--- src/rtl/running_median_tracker_macros.svh ---
// Assertion macros shared by the running median tracker RTL.
// Depends on nothing; included by the files that check their own logic.
`ifndef RUNNING_MEDIAN_TRACKER_MACROS_SVH
`define RUNNING_MEDIAN_TRACKER_MACROS_SVH
`ifndef SYNTHESIS
// Checked property, quiet while the synchronous reset is held.
`define RMT_ASSERT(lbl, prop, msg) \
    lbl: assert property (@(posedge i_clk) disable iff (!i_rst_n) prop) else $error(msg);
// Checked property that also holds during reset.
`define RMT_ASSERT_ALWAYS(lbl, prop, msg) \
    lbl: assert property (@(posedge i_clk) prop) else $error(msg);
`else
`define RMT_ASSERT(lbl, prop, msg)
`define RMT_ASSERT_ALWAYS(lbl, prop, msg)
`endif
`endif

--- src/rtl/rmt_pkg.sv ---
// Package for the running median tracker: default sizes and the cell control type.
// Depends on nothing; used by the interfaces, the cell and the top level.
package rmt_pkg;

    localparam int CAPACITY_DEF    = 1024;
    localparam int VALUE_WIDTH_DEF = 32;
    localparam int SUM_W           = 64;

    // Broadcast to every cell in the chain for one insertion.
    typedef struct packed {
        logic en;          // an insertion happens this cycle
        logic shift_left;  // the median rank moves up: lower part slides left
    } t_cell_ctl;

endpackage

--- src/rtl/rmt_cell.sv ---
// One cell of the sorted chain: holds one sample and takes a neighbor's value or the key.
// Depends on rmt_pkg for the control struct.
module rmt_cell
    import rmt_pkg::*;
#(
    parameter int VALUE_WIDTH = VALUE_WIDTH_DEF,
    parameter int IDX_W       = $clog2(CAPACITY_DEF + 1),
    parameter int INDEX       = 0
) (
    input  logic                   i_clk,
    input  t_cell_ctl              i_ctl,
    input  logic [VALUE_WIDTH-1:0] i_key,
    input  logic [IDX_W-1:0]       i_lo,
    input  logic [IDX_W-1:0]       i_hi,
    input  logic [VALUE_WIDTH-1:0] i_left_val,
    input  logic                   i_left_gt,
    input  logic [VALUE_WIDTH-1:0] i_right_val,
    input  logic                   i_right_gt,
    output logic [VALUE_WIDTH-1:0] o_val,
    output logic                   o_gt
);

    localparam logic [IDX_W-1:0] MY_IDX = IDX_W'(INDEX);

    logic [VALUE_WIDTH-1:0] r_val;
    logic [VALUE_WIDTH-1:0] n_val;
    logic                   w_below;
    logic                   w_above;

    // Cells outside the occupied span act as minus infinity below it and
    // plus infinity above it, so the unwritten contents never matter.
    assign w_below = (MY_IDX < i_lo);
    assign w_above = (MY_IDX > i_hi);
    assign o_gt    = w_above | (!w_below & ($signed(r_val) > $signed(i_key)));
    assign o_val   = r_val;

    always_comb begin
        n_val = r_val;
        if (i_ctl.en) begin
            if (i_ctl.shift_left) begin
                if (!i_right_gt) begin
                    n_val = i_right_val;
                end else if (!o_gt) begin
                    n_val = i_key;
                end
            end else begin
                if (i_left_gt) begin
                    n_val = i_left_val;
                end else if (o_gt) begin
                    n_val = i_key;
                end
            end
        end
    end

    always_ff @(posedge i_clk) begin
        r_val <= n_val;
    end

endmodule

--- config.mk ---
export PLATFORM = sky130hd
export DESIGN_NAME = rmt_cell
export DESIGN_NICKNAME = d
export VERILOG_FILES = /design/src/rtl/running_median_tracker_macros.svh /design/src/rtl/rmt_pkg.sv /design/src/rtl/rmt_cell.sv
export SDC_FILE = /design/constraint.sdc
export NUM_CORES = 1
export LEC_CHECK = 0
export ABC_AREA = 1
export BUFFER_PORTS_ARGS = -buffer_cell sky130_fd_sc_hd__clkbuf_2
export CAP_MARGIN = 10
export CORE_UTILIZATION = 41
export DETAILED_ROUTE_END_ITERATION = 7
export GPL_TIMING_DRIVEN = 0
export MAX_ROUTING_LAYER = met4
export PLACE_DENSITY = 0.83
export SKIP_CTS_REPAIR_TIMING = 1
export SLEW_MARGIN = 25
export SYNTH_ARGS = -nofsm -noshare
export SYNTH_HDL_FRONTEND = slang
export SYNTH_SLANG_ARGS = --single-unit
export TNS_END_PERCENT = 50
--- constraint.sdc ---
create_clock -name i_clk -period 3.35 [get_ports i_clk]
set_input_delay 0.1675 -clock i_clk [delete_from_list [all_inputs] [get_ports i_clk]]
set_output_delay 0.1675 -clock i_clk [all_outputs]
set_load 0.01 [all_outputs]
==> metrics list <==
- The worst-case IR drop observed on VDD is between 0.15 and 0.2 mV.
* Vias per Instance: between 5 and 6
- Final GP Congestion: 0.865
- Num Clock Sinks: 32
- Standard-cell rows: 29
- After synthesis, the cell types taking the most area are sky130_fd_sc_hd__edfxtp_1 (35%), sky130_fd_sc_hd__ha_1 (15%), sky130_fd_sc_hd__nor2_1 (10%).
* Die width: 83.9 um
- Buffers placed on the I/O ports in this run total about 140.
- Top-count cell post-synth: sky130_fd_sc_hd__nor2_1
* Crit path launch type: register
- Clock slew at reported path FFs: 70 ps
- Violations in the final reports: design-rule violations
- The cell sitting at the root of the clock tree is a sky130_fd_sc_hd__clkbuf_8.
* Series of cell instances along the critical path: ha_1, nand2_1, nor2_1, nand2_1, inv_1, nand2_1, nand2_1, nand2_1, nand3_1, nand3_2, nand2_1, nand2_1, nor2_4, buf_12
- Cell type contributing the most total cell area after synthesis: sky130_fd_sc_hd__edfxtp_1
* Overall fraction of global-route tracks in use: approximately a quarter
- Counting flops and latches in the post-synthesis netlist gives 32.
* Fill cell total of the finished layout: between 600 and 700
* Cell leakage power: approximately 1.9 nW
- Crit. End Element: register
- Critical setup path kind: register to register
- Diodes inserted: 0
- Data arrives at the worst endpoint at 2480 ps.
* Antenna-violating nets left: 0
- The register with the most flip-flops in the layout has 32 of them.
* Wire length per cell: 13.5 um
- Worst hold slack: 201 ps
- In this run the cell area of the synthesized design comes to 2750 sq um.
- Dpl hpwl: 6.59 mm
* Post-route worst setup slack: 857 ps
* Number of endpoints with negative hold slack in the final report: 0
- The number of global-route vias before repair is 2985.
* Initial core utilization: between 40% and 50%
- At the worst endpoint, the required time is 3330 ps.
* Most prevalent standard cell on the critical path: sky130_fd_sc_hd__nand2_1
- Achievable clock frequency: 0.401 GHz
* Maximum single-stage delay on the critical path: 410 ps
* Avg Synthesized Cell Area: 7.39 sq um
* Antenna violations before repair: 0
- The most used flip-flop cell after synthesis is sky130_fd_sc_hd__edfxtp_1.
- Crit Path Max Fanout: 25
- Status: complete, but fails checks
- The post-route netlist has 30.7% of its cells at a drive strength greater than 1.
* Final slew viol count: 0
* Overflow after GRT: 0
- 1st-pass router iterations: 8
- Clock skew on the completed layout was measured at 6.99 ps.
- Number of enable-type register cells in the synthesized netlist: 32
- In this run, the number of DRC markers left after iteration 0 of detailed routing was 209.
- Area of the core region: 6420 sq um
- Grouping stages by cell kind, the critical path spends the most delay in simple AND/OR/NAND/NOR gates.
- Number of synthesis warnings: 0
* Setup repair after global routing missed its margin: false
- Synth top area share: about a third
- Largest net degree at the start of global routing: 26
- Final net count: 678
* CTS buffer count: 5
- Num ports: 156
- For this design, the slowest cell found on the critical path is sky130_fd_sc_hd__edfxtp_1.
* Number of standard cells after synthesis: 372
- By count the netlist is led by sky130_fd_sc_hd__nor2_1 (74), sky130_fd_sc_hd__o21ai_1 (46), sky130_fd_sc_hd__inv_1 (42), sky130_fd_sc_hd__nand2_1 (41).
* Total buffers and inverters traversed by the critical path: 2
- Fraction of the yosys area taken by sequential cells: 35.0%
- Part of the cycle the worst path needs: 74.4%
- Headroom to the max-slew limit came out at 66.8%.
- Detailed-route DRC error count: 13
* Number of H-tree branching levels: 2
- For this block, the via count after detailed routing is around 3200.
* Async set-reset flop share out of synthesis: 0%
* MaxCap Viol Count: 0
- Synth Net Count: 527
- The synthesized netlist contains 22 unique library cells.
* Wire length of the first global-routing pass: 12.9 mm
- Overall die area: 7040 sq um
- CTS max path bufs: 2
- Worst skew pair latency: 280 ps
* Height of the chip: 83.9 um
- At the placement stage, the worst setup path has a slack of 840 ps.
* Count of final setup violators: 0
* P&R area growth vs syn: 34.4%
* Path category of the worst min-delay check: input port to register
* Clock tree from TritonCTS: yes
- Dividing total power by cell area gives a power density of 347 nW/um^2.
- Transition at the pin with the smallest max-transition slack: 498 ps
* Final worst path period need: 2490 ps
* Post-Route WL: approximately 8.1 mm
-- worst paths after layout --
kind	start	end	slack (ps)	depth (start not counted)
worst min register to register	o_val[31]$_DFFE_PP_	o_val[22]$_DFFE_PP_	1180	6
worst max register to register	o_val[15]$_DFFE_PP_	o_val[16]$_DFFE_PP_	860	14
worst max-delay path	o_val[15]$_DFFE_PP_	o_val[16]$_DFFE_PP_	860	14
worst min-delay path	i_right_val[30]	o_val[30]$_DFFE_PP_	200	3
-- where the power goes --
group	total (W)	internal [W]	leakage, nW	switching, W
clock network	0.000364	0.000217	0.0532	0.000148
registers	0.000519	0.000494	0.306	0.0000248
logic	0.000400	0.000175	1.53	0.000225
-- cells by family (layout without fill, tap and decap cells) --
| kind of cell | after synthesis | in the layout | synth area share [%] |
|---|---|---|---|
| compound gates | 116 | 116 | 22.8 |
| flops | 32 | 32 | 35.0 |
| fa+ha+maj | 32 | 32 | 14.6 |
| buf+inv | 65 | 217 | 9.01 |
| simple gates | 127 | 127 | 18.7 |
-- metrics by stage --
step | setup TNS, ps | std cells | util [%] | cell area [sq um] | total power, W
3_5_place_dp | 0 | 593 | 55.9 | 3590 | 0.000926
3_3_place_gp | -25310 | 592 | 55.4 | 3560 | 0.000909
6_report | 0 | 601 | 57.5 | 3690 | 0.00128
5_1_grt | 0 | 601 | 57.5 | 3690 | 0.00136
2_1_floorplan | 0 | 372 | - | 2750 | 0.000750
4_1_cts | 0 | 601 | 57.5 | 3690 | 0.00129
-- worst reg2reg max path, delay by kind of cell, from the launching register on --
| kind | cells | cell delay [ps] |
|---|---|---|
| buffers and inverters | 2 | 320 |
| adders and majority gates | 1 | 320 |
| and+or+nand+nor | 11 | 1140 |
| DFF | 1 | 410 |
-- cell usage in the layout (no fill, tap or decap), types with 5 or more instances in the layout --
master,count
sky130_fd_sc_hd__a21oi_1,15
sky130_fd_sc_hd__clkbuf_1,18
sky130_fd_sc_hd__clkbuf_2,143
sky130_fd_sc_hd__clkbuf_8,5
sky130_fd_sc_hd__edfxtp_1,32
sky130_fd_sc_hd__ha_1,32
sky130_fd_sc_hd__inv_1,42
sky130_fd_sc_hd__nand2_1,41
sky130_fd_sc_hd__nor2_1,73
sky130_fd_sc_hd__o21ai_0,21
sky130_fd_sc_hd__o21ai_1,46
sky130_fd_sc_hd__o22ai_1,31
-- final cells by class --
class,count,area [sq um],share of cell area [%]
multi-input combinational,275,1550,41.9
sequential,32,961,26.0
timing repair buffer,144,736,19.9
inverter,46,173,4.67
tap,77,96.3,2.61
buffer,19,75.1,2.03
clock buffer,5,68.8,1.86
clock inverter,3,37.5,1.02
-- per-layer routing --
metal  routed length, um  up-vias  GRT usage (%)
li1                    -     1585              -
met1                3370     1406           27.6
met2                4040      153           40.2
met3                 568       17           4.55
met4                 153        0           9.25
met5                   0        -              -
Note: power is estimated with default switching activity, not from simulation.
